==> config.mk <==
export PLATFORM = sky130hd
export DESIGN_NAME = cobs_frame_decoder
export DESIGN_NICKNAME = d
export VERILOG_FILES = /design/src/cfd_pkg.sv /design/src/cobs_frame_decoder.sv /design/src/cfd_step.sv
export SDC_FILE = /design/constraint.sdc
export NUM_CORES = 1
export LEC_CHECK = 0
export BUFFER_PORTS_ARGS = -buffer_cell sky130_fd_sc_hd__buf_2
export CORE_MARGIN = 8
export CORE_UTILIZATION = 40
export CTS_BUF_LIST = sky130_fd_sc_hd__clkbuf_8
export DETAILED_ROUTE_END_ITERATION = 7
export SLEW_MARGIN = 20
export SYNTH_ARGS = -nofsm -noshare
export SYNTH_HDL_FRONTEND = slang
export SYNTH_SLANG_ARGS = --single-unit
==> constraint.sdc <==
create_clock -name clk -period 2.9 [get_ports clk]
set_input_delay 0 -clock clk [delete_from_list [all_inputs] [get_ports clk]]
set_output_delay 0 -clock clk [all_outputs]
set_load 0.05 [all_outputs]
==> src/cfd_pkg.sv <==
`timescale 1ns / 1ps

package cfd_pkg;

	// One decoded word as it leaves the decode step.
	typedef struct packed {
		logic [7:0] data;
		logic       last;
		logic       ok;
	} cfd_result_t;

endpackage

==> src/cobs_frame_decoder.sv <==
`timescale 1ns / 1ps

// Channel   Direction  Handshake              Payload
// in        input      in_valid / in_ready    data_byte, last_byte
// out       output     out_valid / out_ready  out_byte, out_last, frame_ok
// cfg       input      cfg_valid / cfg_ready  cfg_delimiter
//
// A word is held in the input register and decoded into the result register, from
// which its result is offered. One word is accepted per cycle unless the output
// stalls; the decode step is a compare and an add.
// Reset clears the frame state and sets the delimiter to zero.
// A stalled output holds the result and back-pressures the input register.
module cobs_frame_decoder import cfd_pkg::*; #(
	parameter int MAX_FRAME_LEN = 256
) (
	input  logic       clk,
	input  logic       arst_n,
	input  logic       in_valid,
	output logic       in_ready,
	input  logic [7:0] data_byte,
	input  logic       last_byte,
	output logic       out_valid,
	input  logic       out_ready,
	output logic [7:0] out_byte,
	output logic       out_last,
	output logic       frame_ok,
	input  logic       cfg_valid,
	output logic       cfg_ready,
	input  logic [7:0] cfg_delimiter
);

	logic        valid_s1;
	logic [7:0]  byte_s1;
	logic        last_s1;
	logic        valid_s2;
	cfd_result_t result_s2;
	cfd_result_t result;
	logic [7:0]  delimiter_q;
	logic        advance;
	logic        step;

	assign advance   = !valid_s2 || out_ready;
	assign in_ready  = !valid_s1 || advance;
	assign step      = valid_s1 && advance;
	assign cfg_ready = 1'b1;

	// Delimiter register.
	always_ff @(posedge clk or negedge arst_n) begin
		if (!arst_n) begin
			delimiter_q <= 8'd0;
		end else if (cfg_valid) begin
			delimiter_q <= cfg_delimiter;
		end
	end

	// Input register.
	always_ff @(posedge clk or negedge arst_n) begin
		if (!arst_n) begin
			valid_s1 <= 1'b0;
		end else if (in_ready) begin
			valid_s1 <= in_valid;
		end
	end

	always_ff @(posedge clk) begin
		if (in_ready && in_valid) begin
			byte_s1 <= data_byte;
			last_s1 <= last_byte;
		end
	end

	cfd_step #(
		.MAX_FRAME_LEN(MAX_FRAME_LEN)
	) u_step (
		.clk      (clk),
		.arst_n   (arst_n),
		.step     (step),
		.data_in  (byte_s1),
		.last_in  (last_s1),
		.delimiter(delimiter_q),
		.result   (result)
	);

	// Result register.
	always_ff @(posedge clk or negedge arst_n) begin
		if (!arst_n) begin
			valid_s2 <= 1'b0;
		end else if (advance) begin
			valid_s2 <= valid_s1;
		end
	end

	always_ff @(posedge clk) begin
		if (step) begin
			result_s2 <= result;
		end
	end

	assign out_valid = valid_s2;
	assign out_byte  = result_s2.data;
	assign out_last  = result_s2.last;
	assign frame_ok  = result_s2.ok;

	// A good-frame flag only ever rides on the last word.
	assert property (@(posedge clk) disable iff (!arst_n)
		(valid_s2 && result_s2.ok) |-> result_s2.last)
		else $error("frame_ok without out_last");

	// A word held in the input register is not lost while the output stalls.
	assert property (@(posedge clk) disable iff (!arst_n)
		(valid_s1 && !advance) |=> (valid_s1 && $stable(byte_s1) && $stable(last_s1)))
		else $error("input register changed while stalled");

	// A decoded word always lands in the result register.
	assert property (@(posedge clk) disable iff (!arst_n)
		step |=> valid_s2)
		else $error("decoded word dropped");

endmodule

==> src/cfd_step.sv <==
`timescale 1ns / 1ps

module cfd_step import cfd_pkg::*; #(
	parameter int MAX_FRAME_LEN = 256
) (
	input  logic        clk,
	input  logic        arst_n,
	input  logic        step,
	input  logic [7:0]  data_in,
	input  logic        last_in,
	input  logic [7:0]  delimiter,
	output cfd_result_t result
);

	// Position counts up to and holds at the frame limit.
	localparam int POS_W = $clog2(MAX_FRAME_LEN + 1);
	// A code position can reach one short of the limit plus a full code byte.
	localparam int NCP_W = $clog2(MAX_FRAME_LEN + 255);

	logic [POS_W-1:0] byte_position_q;
	logic [NCP_W-1:0] next_code_q;
	logic             chain_ended_q;
	logic             too_long_q;

	logic [POS_W-1:0] byte_position_d;
	logic [NCP_W-1:0] next_code_d;
	logic             chain_ended_d;
	logic             too_long_d;
	logic             ended_here;
	logic [7:0]       data_out;
	logic             at_code;

	assign at_code = (NCP_W'(byte_position_q) == next_code_q);

	// Decode one word against the running frame state.
	always_comb begin
		byte_position_d = byte_position_q;
		next_code_d     = next_code_q;
		chain_ended_d   = chain_ended_q;
		too_long_d      = too_long_q;
		ended_here      = 1'b0;
		data_out        = data_in;
		if (too_long_q || (byte_position_q >= POS_W'(MAX_FRAME_LEN))) begin
			too_long_d = 1'b1;
		end else begin
			if (byte_position_q == '0) begin
				next_code_d = NCP_W'(data_in);
				if (data_in == 8'd0) begin
					chain_ended_d = 1'b1;
				end
			end else if (!chain_ended_q && at_code) begin
				if (data_in != 8'd0) begin
					data_out    = delimiter;
					next_code_d = next_code_q + NCP_W'(data_in);
				end else begin
					chain_ended_d = 1'b1;
					ended_here    = 1'b1;
				end
			end
			byte_position_d = byte_position_q + POS_W'(1);
		end
		// The last word of a frame returns the state to its reset values.
		if (last_in) begin
			byte_position_d = '0;
			next_code_d     = '0;
			chain_ended_d   = 1'b0;
			too_long_d      = 1'b0;
		end
	end

	assign result.data = data_out;
	assign result.last = last_in;
	assign result.ok   = last_in && ended_here;

	// Frame state advances once per decoded word.
	always_ff @(posedge clk or negedge arst_n) begin
		if (!arst_n) begin
			byte_position_q <= '0;
			next_code_q     <= '0;
			chain_ended_q   <= 1'b0;
			too_long_q      <= 1'b0;
		end else if (step) begin
			byte_position_q <= byte_position_d;
			next_code_q     <= next_code_d;
			chain_ended_q   <= chain_ended_d;
			too_long_q      <= too_long_d;
		end
	end

endmodule
After elaboration in Yosys (flattened, before gate mapping)
Cells that the tools add are included.
Word-level totals
  memory bits (read-only): 0
  register bits: 49
  input port bits: 22
  output and inout port bits: 13
  word-level logic and storage cells: 62
  latch bits: 0
  memories kept: 0
  memory bits (writable): 0
Cells by class
  shift operators: 0
  reductions and logical operators: 20
  div/mod/pow operators: 0
  multipliers: 0
  multiplexer cells: 23
  $lt $le $gt $ge: 1
  bitwise logic cells: 0
  eq/ne operators: 4
  add/subtract/negate cells: 2
Operators with widths (number)
  2-to-1 mux 9 bit: 7
  2-to-1 mux 8 bit: 4
  2-to-1 mux 1 bit: 12
  adder 9 x 1 -> 9 bit (second input constant): 1
  adder 9 x 8 -> 9 bit: 1
  == test 9 bit: 1
  greater-or-equal comparator 9 bit (second input constant): 1
  logical NOT 9 bit: 1
  logical NOT 8 bit: 1
  nonzero test 8 bit: 1
  nonzero test 3 bit: 2
  AND reduction 5 bit: 1
  logical AND 1 bit: 4
  AND reduction 2 bit: 2
  AND reduction 4 bit: 1
  logical NOT 1 bit: 3
  logical OR 1 bit: 3
  inequality test 3 x 2 -> 1 bit (second input constant): 1
  inequality test 3 bit (second input constant): 1
  inequality test 2 bit (second input constant): 1
  nonzero test 2 bit: 1

Depth between registers and ports, before layout
  depth after elaboration: 6
  mapped depth: 9
  gate-level depth less buffers: 7

Cells and area by module
From an unflattened synthesis, not the netlist that was laid out.
Unflattened totals
  cell total of the unflattened synthesis: 230
  area, all modules: 2640.0 sq um
By module, submodules not included
  cfd_step: instances 1, sequential area each 500.5 sq um, area an instance 1637.8 sq um, cells an instance 184
  cobs_frame_decoder: instances 1, sequential area each 820.8 sq um, area an instance 1002.2 sq um, cells an instance 46

Worst setup path after synthesis
OpenSTA, ideal clock, no wires.
  path type: register to register
  start point: reg u_step.byte_position_q[0]
  end point: reg result_s2, in the netlist out_byte[0] (data pin)
  stages on the path, launching flop included: 9
  setup time: 0.259 ns
  buffers on the path: 2
  period minus slack after synthesis: 2.031 ns
  path slack: 0.869 ns
  data required time: 2.641 ns
  arrival: 1.771 ns
  cell sequence: dfrtp_1 inv_1 ha_1 or4b_4 or2_1 buf_6 nand3_1 buf_4 mux2i_1
RTL lines
  start, declared: RTL line cfd_step.sv:20  | logic [POS_W-1:0] byte_position_q;
  start signal, assigned: RTL line cfd_step.sv:83  | byte_position_q <= byte_position_d;
  end signal, assigned: RTL line cobs_frame_decoder.sv:95  | result_s2 <= result;
  end, declared: RTL line cobs_frame_decoder.sv:36  | cfd_result_t result_s2;

==> summary.md <==
| Metric | Value |
|---|---|
| DRC Markers | 0 |
| Highest-count cells in the layout ignoring fill and taps | 33 x buf_2, 30 x dfrtp_1, 20 x dlygate4sd3_1 |
| Critical path peak fanout | 9 |
| Post-synthesis cell type count | 52 |
| Setup crit end kind | flop |
| Ys flop type | dfrtp_1 |
| Status | completed |
| Cell family with most CP delay | simple AND/OR/NAND/NOR gates |
| Rel. slew slack | 0.528 |
| Core Region | 6390 µm² |
| Largest net degree at the start of global routing | 31 |
| H-tree depth | 2 |
| Sequential area share after synthesis | 0.496 |
| Clock-pin slew on the worst setup and hold paths | 0.09 ns |
| Global Route Usage Sum | 0.126 |
| Worst R2R Path Depth | 6 |
| Critical Path Stages | 6 |
| Vias | 1,972 |
| Initial DRT Pass Iterations | 4 |
| Placed instance area | 2880 µm² |
| Port Buf Inserts | 33 |
| CP max stage delay | 0.49 ns |
| Post-Route WL | 5800 µm |
| Cell area after layout | 3170 µm² |
| Worst hold endpoint | out_valid |
| Max-slew violations | 0 |
| Critical path, cell by cell | inv_1, ha_1, or4b_4, or2_1, nand3_1, mux2i_1 |
| Initial antenna violation count | 0 |
| Synth area leader | dfrtp_1 |
| LEAKAGE | 1.47 nW |
| Vias in the first global route | 2,022 |
| RR Endpoint | out_byte[0] |
| Final setup vio count | 0 |
| Die Height | 97.6 µm |
| Initial Util | 0.417 |
| Post-synth EDFFs | 19 |
| Antenna cell count | 0 |
| Worst hold path class | in2reg |
| Period minus WS final | 2.32 ns |
| Avg Vias per Cell | 5.30 |
| Final Hold Viols | 0 |
| Post-Syn Nets | 273 |
| Hold path startpoint | out_ready |
| Post-Place Worst Slack | 0.571 ns |
| YS warnings | 0 |
| Fillers | 595 |
| Post-Synthesis Cell Area | 2660 µm² |
| WS Path Type | reg2reg |
| Post-DRT Antenna Nets | 0 |
| Sink Count | 49 |
| Num CTS Buffers | 5 |
| CP max-delay cell | nand3_1 |
| Critical R2R Launch | u_step.byte_position_q[0] |
| Worst path arrival time | 2.37 ns |
| Maximum VDD drop | 0.371 mV |
| Std cell rows | 29 |
| CTS tree | yes |
| Top post-synthesis cells by area | dfrtp_1 28%, edfxtp_1 21%, ha_1 4.7% |
| Asr flop ratio synth | 0.612 |
| Layout cells sized above 1 | 0.207 |
| Setup tns final | 0 ns |
| Flop2flop setup slack | 0.58 ns |
| Deepest clock path buffer count | 2 |
| Worst skew pair latency | 0.32 ns |
| Cell area power density | 713 nW/µm² |
| Worst path required time | 2.95 ns |
| Area growth, synth to finish | 19.0% |
| Fmax | 431 MHz |
| Number of post-CTS setup repair buffers | 0 |
| Fin Clk Skew | 0.0105 ns |
| Crit. Startpoint | u_step.byte_position_q[0] |
| Avg Inst Size Synth | 11.1 µm² |
| Die area | 9530 µm² |
| Hold path depth | 3 |
| Share of the synthesized area in the top cell type | 0.282 |
| Clock root buffer | clkbuf_8 |
| Global-route wire length before repair | 9800 µm |
| DR iter-0 viols | 138 |
| Resized Gates After CTS | 0 |
| GRT overflow | 0 |
| Max_cap viols | 0 |
| Die Wd | 97.6 µm |
| WL/cell | 15.6 µm |
| RSZ-0062 raised after global routing | false |
| Least-Margin Pin Slew | 0.708 ns |
| IO Pins | 35 |
| Final WS setup | 0.577 ns |
| Worst setup SP type | flop |
| WP buf/inv | 1 |
| Commonest non-fill, non-tap cell in the layout | buf_2 |
| Syn Inst Count | 240 |
| DPL Wire Length | 4270 µm |
| RePlAce Congestion | 0.808 |
| #FFs+latches synth | 49 |
| Fin crit share | 0.801 |
| Final nets | 327 |
==> report_power, final <==
| part | leakage, nW | total (mW) | internal (mW) | switching (mW) |
|---|---|---|---|---|
| clock | 0.0462 | 0.421 | 0.172 | 0.249 |
| combinational | 0.860 | 0.908 | 0.385 | 0.523 |
| sequential | 0.567 | 0.933 | 0.831 | 0.102 |
==> worst register-to-register path, stage by stage (launching register included) <==
cell and delay, ns:
dfrtp_1 0.42, inv_1 0.12, ha_1 0.14, or4b_4 0.48, or2_1 0.24, nand3_1 0.49, mux2i_1 0.17
==> cell type report <==
cell class                      count  area [µm²]  area share
Clock buffer                        5        68.8      0.0217
Clock inverter                      3        21.3     0.00671
Inverter                           17        63.8      0.0201
Multi-Input combinational cell    166        1220       0.384
Sequential cell                    49        1320       0.417
Tap cell                           77        96.3      0.0304
Timing Repair Buffer               55         380       0.120
==> metal layers <==
metal  track usage  vias to the layer above  wire length [µm]
met5             0                        -                 0
met4        0.0513                        0               113
met3        0.0299                        9               252
met2         0.197                       44              2610
met1         0.162                      951              2830
li1              -                      968                 -
==> cells in the mapped netlist (2+ instances only) <==
master and instances:
dfrtp_1 30, edfxtp_1 19, inv_1 17, nor2_1 16, nand2_1 15, xor2_1 14
a21oi_1 10, ha_1 10, o21ai_0 9, mux2_2 8, mux2i_1 8, nand3_1 8
o2bb2ai_1 7, nor4_1 5, a21o_1 4, nand4_1 4, and3_1 3, buf_6 3
clkbuf_1 3, nand2b_1 3, nor2b_1 3, nor3_1 3, xnor2_1 3, a211oi_1 2
and2_1 2, buf_4 2, nor3b_1 2, o21bai_1 2, or2_2 2
==> sequential cells by signal, indices dropped and copies added, names as in the netlist <==
signal and cells:
out_valid 1, delimiter_q 8, u_step.chain_ended_q 1, frame_ok 1, last_s1 1, valid_s1 1
out_byte 8, u_step.next_code_q 9, out_last 1, byte_s1 8, u_step.byte_position_q 9, u_step.too_long_q 1
==> stage by stage <==
stage	hold WS (ns)	utilization	std cells	power [mW]
after floorplan	-0.296	-	240	1.67
after global placement	0.101	0.451	344	1.83
after detailed placement	0.0945	0.451	344	1.84
after CTS	0.0711	0.496	372	2.28
after global routing	0.107	0.496	372	2.43
final	0.0680	0.496	372	2.26
==> cell families after synthesis <==
group	count (synthesis)	share of synthesized area
AO/OA/AOI/OAI	46	0.126
multiplexers	16	0.0639
XOR/XNOR	17	0.0559
flip-flops	49	0.496
other	1	0.00141
adder cells (fa/ha/maj)	11	0.0545
AND/OR/NAND/NOR	75	0.156
buffers and inverters	25	0.0465
==> worst max-delay path by stage <==
stage / endpoint
floorplan: out_byte[0]
global placement: out_byte[4]
global route: out_byte[3]
detailed placement: out_byte[4]
CTS: out_byte[4]
finish: out_byte[0]
==> what timing repair did <==
item | in CTS | in global routing
hold buffers | 20 | 0
endpoints found under the setup margin | 0 | 0
endpoints found under the hold margin | 48 | 0
Power figures use the tool's default switching activity.
